===== src/design/gwtu_pkg.sv =====
`timescale 1ns / 1ps
// gwtu_pkg: widths, calendar constants and reciprocal divider constants
// for the GPS week time to UTC date pipeline. No dependencies.

package gwtu_pkg;

	localparam int TIME_SECOND_DENOM = 1000;
	localparam int TOW_FRACTION_BITS = 12;

	localparam int SECS_PER_WEEK = 604800;
	localparam int SECS_PER_DAY  = 86400;
	localparam int SECS_PER_HOUR = 3600;
	localparam int SECS_PER_MIN  = 60;
	localparam int JD_EPOCH      = 2447892;

	// port widths
	localparam int WS_W   = 32;
	localparam int WSD_W  = 16;
	localparam int LEAP_W = 8;
	localparam int HOUR_W = 5;
	localparam int MIN_W  = 6;
	localparam int SU_W   = 16;
	localparam int YEAR_W = 12;
	localparam int MON_W  = 4;
	localparam int DOM_W  = 5;

	// sub-second rounding
	localparam int TOW_ONE = 1 << TOW_FRACTION_BITS;
	localparam int TOW_UNIT = 2 * TIME_SECOND_DENOM * TOW_ONE;
	localparam int LOW_W = $clog2(2 * TOW_UNIT);
	localparam int FRAC_W = $clog2(TIME_SECOND_DENOM + 1);
	localparam int WHOLE_W = WS_W - TOW_FRACTION_BITS + 1;

	// internal widths
	localparam int SECS_W = 20;
	localparam int SD_W   = WHOLE_W + 2;
	localparam int DNUM_W = 18;
	localparam int DQ_W   = 3;
	localparam int SREM_W = 17;
	localparam int HREM_W = 12;
	localparam int SINT_W = 6;
	localparam int JD_W   = 22;
	localparam int JDX_W  = JD_W + 1;
	localparam int WN_W   = 22;
	localparam int W_W    = 5;
	localparam int B_W    = 22;
	localparam int CN_W   = 26;
	localparam int C_W    = 13;
	localparam int DP_W   = 24;
	localparam int BD_W   = 10;
	localparam int EN_W   = 24;
	localparam int E_W    = 4;
	localparam int P_W    = 23;
	localparam int F_W    = 9;

	// Reciprocal constants: quotient = (n * M) >> SH, exact for every n below 2^N
	// when SH = N + ceil(log2(divisor)) and M = ceil(2^SH / divisor).
	localparam int DIV_DAY_SH = SECS_W + $clog2(SECS_PER_DAY);
	localparam longint unsigned DIV_DAY_M =
		((64'd1 << DIV_DAY_SH) + SECS_PER_DAY - 1) / SECS_PER_DAY;
	localparam int DIV_DAY_PW = SECS_W + $clog2(DIV_DAY_M + 1);

	localparam int DIV_HR_SH = SREM_W + $clog2(SECS_PER_HOUR);
	localparam longint unsigned DIV_HR_M =
		((64'd1 << DIV_HR_SH) + SECS_PER_HOUR - 1) / SECS_PER_HOUR;
	localparam int DIV_HR_PW = SREM_W + $clog2(DIV_HR_M + 1);

	localparam int DIV_MIN_SH = HREM_W + $clog2(SECS_PER_MIN);
	localparam longint unsigned DIV_MIN_M =
		((64'd1 << DIV_MIN_SH) + SECS_PER_MIN - 1) / SECS_PER_MIN;
	localparam int DIV_MIN_PW = HREM_W + $clog2(DIV_MIN_M + 1);

	localparam int CENT_DIV = 146097;
	localparam int CENT_OFS = 7468865;
	localparam int DIV_W_SH = WN_W + $clog2(CENT_DIV);
	localparam longint unsigned DIV_W_M = ((64'd1 << DIV_W_SH) + CENT_DIV - 1) / CENT_DIV;
	localparam int DIV_W_PW = WN_W + $clog2(DIV_W_M + 1);

	localparam int YEAR_DIV = 7305;
	localparam int YEAR_OFS = 2442;
	localparam int DIV_C_SH = CN_W + $clog2(YEAR_DIV);
	localparam longint unsigned DIV_C_M = ((64'd1 << DIV_C_SH) + YEAR_DIV - 1) / YEAR_DIV;
	localparam int DIV_C_PW = CN_W + $clog2(DIV_C_M + 1);

	localparam int MON_NUM = 306001;
	localparam int MON_DEN = 10000;
	localparam int DIV_E_SH = EN_W + $clog2(MON_NUM);
	localparam longint unsigned DIV_E_M = ((64'd1 << DIV_E_SH) + MON_NUM - 1) / MON_NUM;
	localparam int DIV_E_PW = EN_W + $clog2(DIV_E_M + 1);

	localparam int DIV_F_SH = P_W + $clog2(MON_DEN);
	localparam longint unsigned DIV_F_M = ((64'd1 << DIV_F_SH) + MON_DEN - 1) / MON_DEN;
	localparam int DIV_F_PW = P_W + $clog2(DIV_F_M + 1);

	localparam int DAYS_4Y = 1461;
	localparam int JD_B_OFS = 1524;
	localparam int YEAR_BASE = 4716;
	localparam int MONTHS = 12;

	localparam int NUM_STAGES = 14;

	typedef struct packed {
		logic [HOUR_W-1:0] hr;
		logic [MIN_W-1:0]  mn;
		logic [SU_W-1:0]   su;
	} tod_t;

endpackage


===== src/design/gps_week_time_to_utc_date_unit.sv =====
`timescale 1ns / 1ps
// gps_week_time_to_utc_date_unit: GPS time of week to UTC time of day and date.
// One request per cycle while the output is not stalled by out_ready.
// Each stage holds at most one reciprocal division by a constant (a multiply).
// A stage advances when it is empty or the next stage advances; bubbles collapse.
// Reset (arst_n low) clears only the stage valid bits. Depends on gwtu_pkg.

module gps_week_time_to_utc_date_unit (
	input  logic                             clk,
	input  logic                             arst_n,
	input  logic                             in_valid,
	output logic                             in_ready,
	input  logic [gwtu_pkg::WS_W-1:0]        week_seconds,
	input  logic [gwtu_pkg::WSD_W-1:0]       week_start_day,
	input  logic signed [gwtu_pkg::LEAP_W-1:0] leap_seconds,
	output logic                             out_valid,
	input  logic                             out_ready,
	output logic [gwtu_pkg::HOUR_W-1:0]      hours,
	output logic [gwtu_pkg::MIN_W-1:0]       minutes,
	output logic [gwtu_pkg::SU_W-1:0]        second_units,
	output logic [gwtu_pkg::YEAR_W-1:0]      year,
	output logic [gwtu_pkg::MON_W-1:0]       month,
	output logic [gwtu_pkg::DOM_W-1:0]       day_of_month
);
	import gwtu_pkg::*;

	logic [NUM_STAGES-1:0] vld_q;
	logic [NUM_STAGES-1:0] adv;

	// stage registers
	logic [WHOLE_W-1:0]  whole_s1;
	logic [FRAC_W-1:0]   frac_s1, frac_s2, frac_s3, frac_s4, frac_s5, frac_s6, frac_s7, frac_s8;
	logic [WSD_W-1:0]    day_s1;
	logic [LEAP_W-1:0]   leap_s1;
	logic [SECS_W-1:0]   secs_s2, secs_s3;
	logic [DNUM_W-1:0]   dnum_s2, dnum_s3;
	logic [DQ_W-1:0]     dq_s3;
	logic [SREM_W-1:0]   srem_s4, srem_s5;
	logic [JD_W-1:0]     jd_s4, jd_s5, jd_s6;
	logic [WN_W-1:0]     wnum_s5;
	logic [HOUR_W-1:0]   hr_s5, hr_s6, hr_s7, hr_s8;
	logic [HREM_W-1:0]   hrem_s6, hrem_s7;
	logic [W_W-1:0]      w_s6;
	logic [MIN_W-1:0]    mn_s7, mn_s8;
	logic [B_W-1:0]      b_s7, b_s8, b_s9;
	logic [SINT_W-1:0]   sint_s8;
	logic [CN_W-1:0]     cnum_s8;
	tod_t                tod_s9, tod_s10, tod_s11, tod_s12, tod_s13, tod_s14;
	logic [C_W-1:0]      c_s9, c_s10, c_s11, c_s12, c_s13;
	logic [BD_W-1:0]     bd_s10, bd_s11, bd_s12, bd_s13;
	logic [EN_W-1:0]     en_s11;
	logic [E_W-1:0]      e_s12, e_s13;
	logic [P_W-1:0]      p_s13;
	logic [YEAR_W-1:0]   year_s14;
	logic [MON_W-1:0]    month_s14;
	logic [DOM_W-1:0]    dom_s14;

	// combinational terms
	logic [LOW_W-1:0]      low, low_rem;
	logic                  low_carry;
	logic [FRAC_W-1:0]     frac_n;
	logic [WHOLE_W-1:0]    whole_n;
	logic                  wk_roll;
	logic [WHOLE_W-1:0]    base;
	logic [SD_W-1:0]       sd;
	logic                  sd_neg;
	logic [SECS_W-1:0]     secs_n;
	logic [DNUM_W-1:0]     dnum_n;
	logic [DIV_DAY_PW-1:0] day_prod;
	logic [JDX_W-1:0]      jdx;
	logic [DIV_HR_PW-1:0]  hr_prod;
	logic [WN_W+1:0]       wnx;
	logic [DIV_MIN_PW-1:0] min_prod;
	logic [DIV_W_PW-1:0]   w_prod;
	logic [B_W-1:0]        b_n;
	logic [DIV_C_PW-1:0]   c_prod;
	logic [DP_W-1:0]       d_prod;
	logic [DIV_E_PW-1:0]   e_prod;
	logic [DIV_F_PW-1:0]   f_prod;
	logic [F_W-1:0]        f_n;
	logic [MON_W-1:0]      mon_raw, mon_n;

	always_comb begin
		adv[NUM_STAGES-1] = !vld_q[NUM_STAGES-1] || out_ready;
		for (int k = NUM_STAGES - 2; k >= 0; k--) begin
			adv[k] = !vld_q[k] || adv[k+1];
		end
	end

	assign in_ready = adv[0];

	always_ff @(posedge clk or negedge arst_n) begin
		if (!arst_n) begin
			vld_q <= '0;
		end else begin
			if (adv[0]) begin
				vld_q[0] <= in_valid;
			end
			for (int k = 1; k < NUM_STAGES; k++) begin
				if (adv[k]) begin
					vld_q[k] <= vld_q[k-1];
				end
			end
		end
	end

	always_comb begin
		// stage 1: whole second and rounded sub-second count
		low = LOW_W'(week_seconds[TOW_FRACTION_BITS-1:0]) * LOW_W'(2 * TIME_SECOND_DENOM)
			+ LOW_W'(TOW_ONE);
		low_carry = low >= LOW_W'(TOW_UNIT);
		low_rem = low_carry ? low - LOW_W'(TOW_UNIT) : low;
		frac_n = FRAC_W'((low_rem + LOW_W'(TOW_ONE)) >> (TOW_FRACTION_BITS + 1));
		whole_n = WHOLE_W'(week_seconds[WS_W-1:TOW_FRACTION_BITS]) + WHOLE_W'(low_carry);

		// stage 2: week rollover, leap seconds, week borrow
		wk_roll = whole_s1 >= WHOLE_W'(SECS_PER_WEEK);
		base = wk_roll ? '0 : whole_s1;
		sd = {2'b00, base} - {{(SD_W - LEAP_W){leap_s1[LEAP_W-1]}}, leap_s1};
		sd_neg = sd[SD_W-1];
		secs_n = sd_neg ? SECS_W'(sd + SD_W'(SECS_PER_WEEK)) : SECS_W'(sd);
		dnum_n = DNUM_W'(day_s1) + (wk_roll ? DNUM_W'(7) : '0) - (sd_neg ? DNUM_W'(7) : '0);

		// stage 3: day carry
		day_prod = DIV_DAY_PW'(secs_s2) * DIV_DAY_PW'(DIV_DAY_M);

		// stage 4: Julian day
		jdx = {{(JDX_W - DNUM_W){dnum_s3[DNUM_W-1]}}, dnum_s3} + JDX_W'(dq_s3)
			+ JDX_W'(JD_EPOCH);

		// stage 5: hour, century numerator
		hr_prod = DIV_HR_PW'(srem_s4) * DIV_HR_PW'(DIV_HR_M);
		wnx = {jd_s4, 2'b00} - (WN_W + 2)'(CENT_OFS);

		// stage 6: century
		w_prod = DIV_W_PW'(wnum_s5) * DIV_W_PW'(DIV_W_M);

		// stage 7: minute, b
		min_prod = DIV_MIN_PW'(hrem_s6) * DIV_MIN_PW'(DIV_MIN_M);
		b_n = jd_s6 + B_W'(1) + B_W'(w_s6) - B_W'(w_s6 >> 2) + B_W'(JD_B_OFS);

		// stage 9: c
		c_prod = DIV_C_PW'(cnum_s8) * DIV_C_PW'(DIV_C_M);

		// stage 10: d
		d_prod = DP_W'(c_s9) * DP_W'(DAYS_4Y);

		// stage 12: e
		e_prod = DIV_E_PW'(en_s11) * DIV_E_PW'(DIV_E_M);

		// stage 14: f, date fields
		f_prod = DIV_F_PW'(p_s13) * DIV_F_PW'(DIV_F_M);
		f_n = f_prod[DIV_F_SH +: F_W];
		mon_raw = e_s13 - MON_W'(1);
		mon_n = (mon_raw > MON_W'(MONTHS)) ? mon_raw - MON_W'(MONTHS) : mon_raw;
	end

	always_ff @(posedge clk) begin
		if (adv[0]) begin
			whole_s1 <= whole_n;
			frac_s1  <= frac_n;
			day_s1   <= week_start_day;
			leap_s1  <= leap_seconds;
		end
		if (adv[1]) begin
			secs_s2 <= secs_n;
			dnum_s2 <= dnum_n;
			frac_s2 <= frac_s1;
		end
		if (adv[2]) begin
			dq_s3   <= day_prod[DIV_DAY_SH +: DQ_W];
			secs_s3 <= secs_s2;
			dnum_s3 <= dnum_s2;
			frac_s3 <= frac_s2;
		end
		if (adv[3]) begin
			srem_s4 <= SREM_W'(secs_s3 - SECS_W'(dq_s3) * SECS_W'(SECS_PER_DAY));
			jd_s4   <= jdx[JD_W-1:0];
			frac_s4 <= frac_s3;
		end
		if (adv[4]) begin
			hr_s5   <= hr_prod[DIV_HR_SH +: HOUR_W];
			srem_s5 <= srem_s4;
			wnum_s5 <= wnx[WN_W-1:0];
			jd_s5   <= jd_s4;
			frac_s5 <= frac_s4;
		end
		if (adv[5]) begin
			hrem_s6 <= HREM_W'(srem_s5 - SREM_W'(hr_s5) * SREM_W'(SECS_PER_HOUR));
			w_s6    <= w_prod[DIV_W_SH +: W_W];
			jd_s6   <= jd_s5;
			hr_s6   <= hr_s5;
			frac_s6 <= frac_s5;
		end
		if (adv[6]) begin
			mn_s7   <= min_prod[DIV_MIN_SH +: MIN_W];
			hrem_s7 <= hrem_s6;
			b_s7    <= b_n;
			hr_s7   <= hr_s6;
			frac_s7 <= frac_s6;
		end
		if (adv[7]) begin
			sint_s8 <= SINT_W'(hrem_s7 - HREM_W'(mn_s7) * HREM_W'(SECS_PER_MIN));
			cnum_s8 <= CN_W'(b_s7) * CN_W'(20) - CN_W'(YEAR_OFS);
			b_s8    <= b_s7;
			hr_s8   <= hr_s7;
			mn_s8   <= mn_s7;
			frac_s8 <= frac_s7;
		end
		if (adv[8]) begin
			tod_s9.hr <= hr_s8;
			tod_s9.mn <= mn_s8;
			tod_s9.su <= SU_W'(sint_s8) * SU_W'(TIME_SECOND_DENOM) + SU_W'(frac_s8);
			c_s9      <= c_prod[DIV_C_SH +: C_W];
			b_s9      <= b_s8;
		end
		if (adv[9]) begin
			bd_s10  <= BD_W'(b_s9 - B_W'(d_prod[DP_W-1:2]));
			c_s10   <= c_s9;
			tod_s10 <= tod_s9;
		end
		if (adv[10]) begin
			en_s11  <= EN_W'(bd_s10) * EN_W'(MON_DEN);
			bd_s11  <= bd_s10;
			c_s11   <= c_s10;
			tod_s11 <= tod_s10;
		end
		if (adv[11]) begin
			e_s12   <= e_prod[DIV_E_SH +: E_W];
			bd_s12  <= bd_s11;
			c_s12   <= c_s11;
			tod_s12 <= tod_s11;
		end
		if (adv[12]) begin
			p_s13   <= P_W'(e_s12) * P_W'(MON_NUM);
			e_s13   <= e_s12;
			bd_s13  <= bd_s12;
			c_s13   <= c_s12;
			tod_s13 <= tod_s12;
		end
		if (adv[13]) begin
			dom_s14   <= DOM_W'(bd_s13 - BD_W'(f_n));
			month_s14 <= mon_n;
			year_s14  <= YEAR_W'(c_s13 - C_W'(YEAR_BASE))
				+ YEAR_W'(mon_n == MON_W'(1) || mon_n == MON_W'(2));
			tod_s14   <= tod_s13;
		end
	end

	assign out_valid    = vld_q[NUM_STAGES-1];
	assign hours        = tod_s14.hr;
	assign minutes      = tod_s14.mn;
	assign second_units = tod_s14.su;
	assign year         = year_s14;
	assign month        = month_s14;
	assign day_of_month = dom_s14;

endmodule


===== config.mk =====
export PLATFORM = sky130hd
export DESIGN_NAME = gps_week_time_to_utc_date_unit
export DESIGN_NICKNAME = d
export VERILOG_FILES = /design/src/design/gwtu_pkg.sv /design/src/design/gps_week_time_to_utc_date_unit.sv
export SDC_FILE = /design/constraint.sdc
export NUM_CORES = 2
export LEC_CHECK = 0
export BUFFER_PORTS_ARGS = -buffer_cell sky130_fd_sc_hd__buf_2
export CAP_MARGIN = 20
export CORE_ASPECT_RATIO = 0.7
export CORE_MARGIN = 1.5
export CORE_UTILIZATION = 45
export CTS_CLUSTER_DIAMETER = 120
export DETAILED_ROUTE_END_ITERATION = 10
export PLACE_DENSITY = 0.61
export REMOVE_ABC_BUFFERS = 1
export SYNTH_ARGS = -nofsm -noshare
export SYNTH_HDL_FRONTEND = slang
export SYNTH_SLANG_ARGS = --single-unit
export TNS_END_PERCENT = 10

===== constraint.sdc =====
create_clock -name clk -period 9.9 [get_ports clk]
set_clock_uncertainty 0.15 [all_clocks]
set_input_delay 0.99 -clock clk [delete_from_list [all_inputs] [get_ports clk]]
set_output_delay 0.99 -clock clk [all_outputs]
set_load 0.005 [all_outputs]

### Word level (Yosys, flattened, before mapping)

Index checks and enable logic that the tools add are counted.

| storage, ports and cells | value |
|---|---|
| register bits after elaboration | 781 |
| bits of input ports | 60 |
| word-level logic and storage cells | 166 |

| operators by class | value |
|---|---|
| $add $sub $neg | 26 |
| multiply operators | 16 |
| $lt $le $gt $ge | 3 |
| equality and inequality tests | 2 |
| mux-type cells | 6 |
| reductions and logical operators | 29 |

Operators by type and width:

| operator | count |
|---|---|
| $mul 26x26->51 const B | 1 |
| $mul 22x22->44 const B | 1 |
| $mul 20x25->43 const B | 1 |
| $mul 20x21->40 const B | 1 |
| $mul 23x21->39 const B | 1 |
| $mul 17x18->34 const B | 1 |
| $sub 26x12->26 const B | 1 |
| $add 23x13->24 const B | 1 |
| $ge 24x23->1 const B | 1 |
| $mul 22x3->24 const B | 1 |
| $add 23x13->23 const B | 1 |
| $mul 12x12->23 const B | 1 |
| $mul 4x19->23 const B | 1 |
| $mux 23 | 1 |
| $sub 22x8->23 | 1 |
| $sub 23x23->23 const B | 1 |
| $add 22x1->22 const B | 1 |
| $add 22x11->22 const B | 1 |
| $add 22x22->22 const B | 1 |
| $add 22x5->22 | 1 |
| $sub 22x22->22 const B | 1 |
| $sub 22x3->22 | 1 |
| $add 20x1->21 | 1 |
| $ge 21x20->1 const B | 1 |
| 30 further kinds | 58 |

### Logic depth before layout (Yosys ltp)

| depth | value |
|---|---|
| depth after elaboration | 15 |
| mapped depth | 34 |
| mapped depth without buffers | 33 |

### Worst setup path before layout

OpenSTA, ideal clock, no wires.

| timing | value |
|---|---|
| path kind | input to register |
| start | input port week_seconds[3] in the netlist's numbering |
| end | register whole_s1[18], data pin |
| arrival time | 7.855 ns |
| required time | 9.492 ns |
| path slack | 1.637 ns |
| stages | 31 |
| path buffers | 0 |
| cell sequence | inv_1 -> fa_1 -> fa_1 -> fa_1 -> fa_1 -> inv_1 -> ha_1 -> and3_1 -> a221oi_2 -> a211o_1 -> xnor2_1 -> ha_1 -> nand2_1 -> mux2i_1 -> nand2_1 -> xnor2_2 -> inv_1 -> ha_1 -> nand4_1 -> or4_1 -> nor4_1 -> o21ai_0 -> a31oi_2 -> a21oi_4 -> inv_1 -> ha_1 -> ha_1 -> nand3_1 -> nor3_1 -> nand3_1 -> xnor2_1 |

| on the way | value |
|---|---|
| longest elaborated chain between the ends | 4 |

Ends and longest elaborated chain:

| item | line | RTL |
|---|---|---|
| start: declaration | gps_week_time_to_utc_date_unit.sv:13 | `input logic [gwtu_pkg::WS_W-1:0] week_seconds,` |
| $mul 12x7->19 | gps_week_time_to_utc_date_unit.sv:109 | `low = LOW_W'(week_seconds[TOW_FRACTION_BITS-1:0]) * LOW_W'(2 * TIME_SECOND_DENOM)` |
| $add 23x13->24 | gps_week_time_to_utc_date_unit.sv:110 | `+ LOW_W'(TOW_ONE);` |
| $ge 24x23->1 | gps_week_time_to_utc_date_unit.sv:111 | `low_carry = low >= LOW_W'(TOW_UNIT);` |
| $add 20x1->21 | gps_week_time_to_utc_date_unit.sv:114 | `whole_n = WHOLE_W'(week_seconds[WS_W-1:TOW_FRACTION_BITS]) + WHOLE_W'(low_carry);` |
| via whole_n[18] | gps_week_time_to_utc_date_unit.sv:62 | `logic [WHOLE_W-1:0] whole_n;` |
| end signal: assignment | gps_week_time_to_utc_date_unit.sv:160 | `whole_s1 <= whole_n;` |
| end: declaration | gps_week_time_to_utc_date_unit.sv:31 | `logic [WHOLE_W-1:0] whole_s1;` |

The timed path passes the listed nets, and every way through them passes these cells.
A chain may end at the register's enable or synchronous reset.

### Worst setup path after layout

| timing | value |
|---|---|
| start | input port week_seconds[3] in the netlist's numbering |
| end | register whole_s1[16], data pin |

The elaborated chain is that of the path after synthesis.

==> summary.md <==
| Metric | Value |
|---|---|
| Outcome | `complete, no violations` |
| Post-CTS setup buffers | `0` |
| TritonCTS clock tree | `built` |
| Initial antenna violation count | `2` |
| CP required | `approximately 10 ns` |
| Dominant synthesized flop cell | `edfxtp_1` |
| GRT Residual Overflow | `0` |
| Max Cap Viol | `0` |
| Register area share after synthesis | `27.5%` |
| Iteration-0 DRC Markers | `~2800` |
| Synth top area cells | `edfxtp_1 (27%), fa_1 (27%), ha_1 (24%)` |
| Antenna fix cells | `0` |
| Layout net count | `around 10000` |
| Layout area overhead | `7.65%` |
| Skew-Pair Late Insertion Delay | `around 0.67 ns` |
| CP max stage delay | `between 0.5 and 0.6 ns` |
| Vias in the first global route | `51200` |
| FFs w/ async S/R, synth | `approximately 1.8%` |
| Yosys warnings | `0` |
| Routed wire length | `about 170 mm` |
| DR DRC count | `0` |
| Final Hold Fails | `0` |
| #FFs+latches synth | `around 760` |
| Critical Path Start Type | `primary input` |
| Routability cong. | `approximately 0.93` |
| Hold Buf Count CTS | `0` |
| Clk buf depth | `3` |
| Core Footprint | `183000 um^2` |
| Slew margin rel. | `about 32%` |
| Crit path arrival time | `roughly 9 ns` |
| GR Util All Layers | `between 10% and 20%` |
| Post-route setup TNS | `0 ns` |
| Critical path endpoint category | `flip-flop` |
| Synth top cells by count | `inv_1 (1755), ha_1 (1587), fa_1 (1123), edfxtp_1 (749), xnor2_1 (241)` |
| R2R Path Start | `e_s13[1]$_DFFE_PP_` |
| R2R cell count | `29` |
| Tmin final | `8.74 ns` |
| Largest net degree at the start of global routing | `68` |
| Most frequent cell after synthesis | `inv_1` |
| Peak Freq | `114 MHz` |
| CP max-delay cell | `fa_1` |
| Max-slew violations | `0` |
| Hold WC Path Type | `primary input to asynchronous set/reset pin` |
| Placed Cells | `9568` |
| Unique masters post-synth | `95` |
| Rows | `~130` |
| Mean post-synth cell area | `about 12 um^2` |
| Yosys top cell area share | `between 20% and 30%` |
| RSZ-0062 raised after global routing | `no` |
| Final period util | `~88%` |
| Fillers | `between 15000 and 20000` |
| Die ar. | `between 150000 and 200000 um^2` |
| Die Y | `around 360 um` |
| Hpwl dp | `around 150 mm` |
| Worst R2R Setup Slack | `roughly 1.3 ns` |
| Starting Density | `between 40 and 50%` |
| Routed Antenna Nets | `0` |
| Cell Area, Synth | `roughly 83000 um^2` |
| Routed len/inst | `17.9 um` |
| IO buf count | `109` |
| Clock sink count | `~760` |
| Drt pass-1 iters | `6` |
| Resized cells post-CTS | `0` |
| EDFF count, synth | `749` |
| Reg-to-Reg End | `day_of_month[4]$_DFFE_PP_` |
| Share of cells above drive strength 1 | `4.35%` |
| DIE WIDTH | `517 um` |
| Htree depth | `3` |
| Global-route wire length before repair | `between 200 and 300 mm` |
| Clock slew at reported path FFs | `roughly 0.070 ns` |
| Final setup fails | `0` |
| Area leader, netlist | `edfxtp_1` |
| Synth Instances | `7002` |
| Critical path type | `primary input to flip-flop` |
| Post-Layout Cell Count | `9707` |
| Vias | `between 40000 and 50000` |
| TritonCTS Buffers | `77` |
| Drt via density | `slightly below 5` |
| Total I/O pin count | `110` |
| Crit-path max FO | `7` |
| Root Buffer | `clkbuf_16` |
| Worst-Margin Slew | `1.01 ns` |
[critical path, delay by kind of cell]
family,cells,cell delay (ns)
xor+xnor,3,0.65
fa+ha+maj,9,3.15
buf+inv,6,0.64
simple gates,9,2.16
mux,1,0.29
compound gates,4,1.10
[area by class of cell]
type	count	area (um^2)	area share, %
multi-input cells	4457	53700	59.9
clock inverters	44	594	0.663
repair buffers	134	783	0.874
inverters	1756	6590	7.36
flip-flops and latches	763	22800	25.5
clock buffers	93	1990	2.22
well taps	2460	3080	3.44
[per-layer routing]
metal | part of all wire, % | routed length [um] | vias to the layer above | track usage, %
met5 | 0.0075 | 13 | - | 0
met4 | 1.2 | 2120 | 2 | 2.79
met3 | 5.8 | 10100 | 126 | 3.74
met2 | 41 | 71700 | 898 | 27.9
met1 | 52 | 89400 | 23800 | 30.0
li1 | - | - | 23400 | -
[cell families after synthesis]
family,Yosys count,synth area share [%]
compound gates,685,5.45
simple gates,696,4.27
other cells,1,0.00451
xor+xnor,350,3.71
flops,763,27.5
mux,14,0.176
fa+ha+maj,2711,50.9
buf+inv,1782,8.05
[sequential cells by signal, indices dropped and copies added, names as in the netlist, 17 cells and up]
signal and cells:
tod_s12 27, jd_s6 21, srem_s4 17, whole_s1 21, secs_s2 20, p_s13 18
tod_s13 27, dnum_s2 18, jd_s4 21, dnum_s3 18, wnum_s5 20, jd_s5 21
b_s7 22, tod_s11 27, secs_s3 17, cnum_s8 24, tod_s10 27, tod_s9 27
[metrics by stage]
stage / util (%) / cell area [um^2] / worst slack, ns / hold WS (ns)
finish: 49.0 / 89600 / 1.16 / 0.150
CTS: 48.9 / 89500 / 1.22 / 0.0894
global placement: 47.5 / 86900 / 0.719 / 0.250
detailed placement: 47.5 / 87000 / 0.524 / 0.255
global route: 49.0 / 89600 / 0.592 / 0.129
floorplan: - / 83100 / 1.64 / 0.250
[how the worst max path moves through the flow]
stage | start | end | slack (ns)
after floorplan | week_seconds[3] | whole_s1[18]$_DFFE_PP_ | 1.64
after global placement | week_seconds[3] | whole_s1[18]$_DFFE_PP_ | 0.72
after detailed placement | week_seconds[3] | whole_s1[18]$_DFFE_PP_ | 0.52
after CTS | week_seconds[3] | whole_s1[18]$_DFFE_PP_ | 1.22
after global routing | week_seconds[3] | whole_s1[16]$_DFFE_PP_ | 0.59
final | week_seconds[3] | whole_s1[16]$_DFFE_PP_ | 1.16
[cell usage in the layout (no fill, tap or decap), types with 16 or more instances in the layout]
master and n:
inv_1 1749, ha_1 1587, fa_1 1123, edfxtp_1 749, xnor2_1 241, a21oi_1 200
nand2_1 159, nor2_1 143, o21ai_0 118, a21o_1 109, buf_2 109, xor2_1 106
clkbuf_16 77, nand3_1 67, nor3_1 45, nor2b_1 43, nand2b_1 42, nand4_1 38
and2_1 32, o21a_1 30, o21bai_1 30, and3_1 25, a31oi_1 24, buf_4 21
o211ai_1 20, nor4_1 20, or2_2 16, clkbuf_1 16
Power is not shown: default switching activity piles up to over one toggle a cycle in this logic, so the estimate is an artifact.
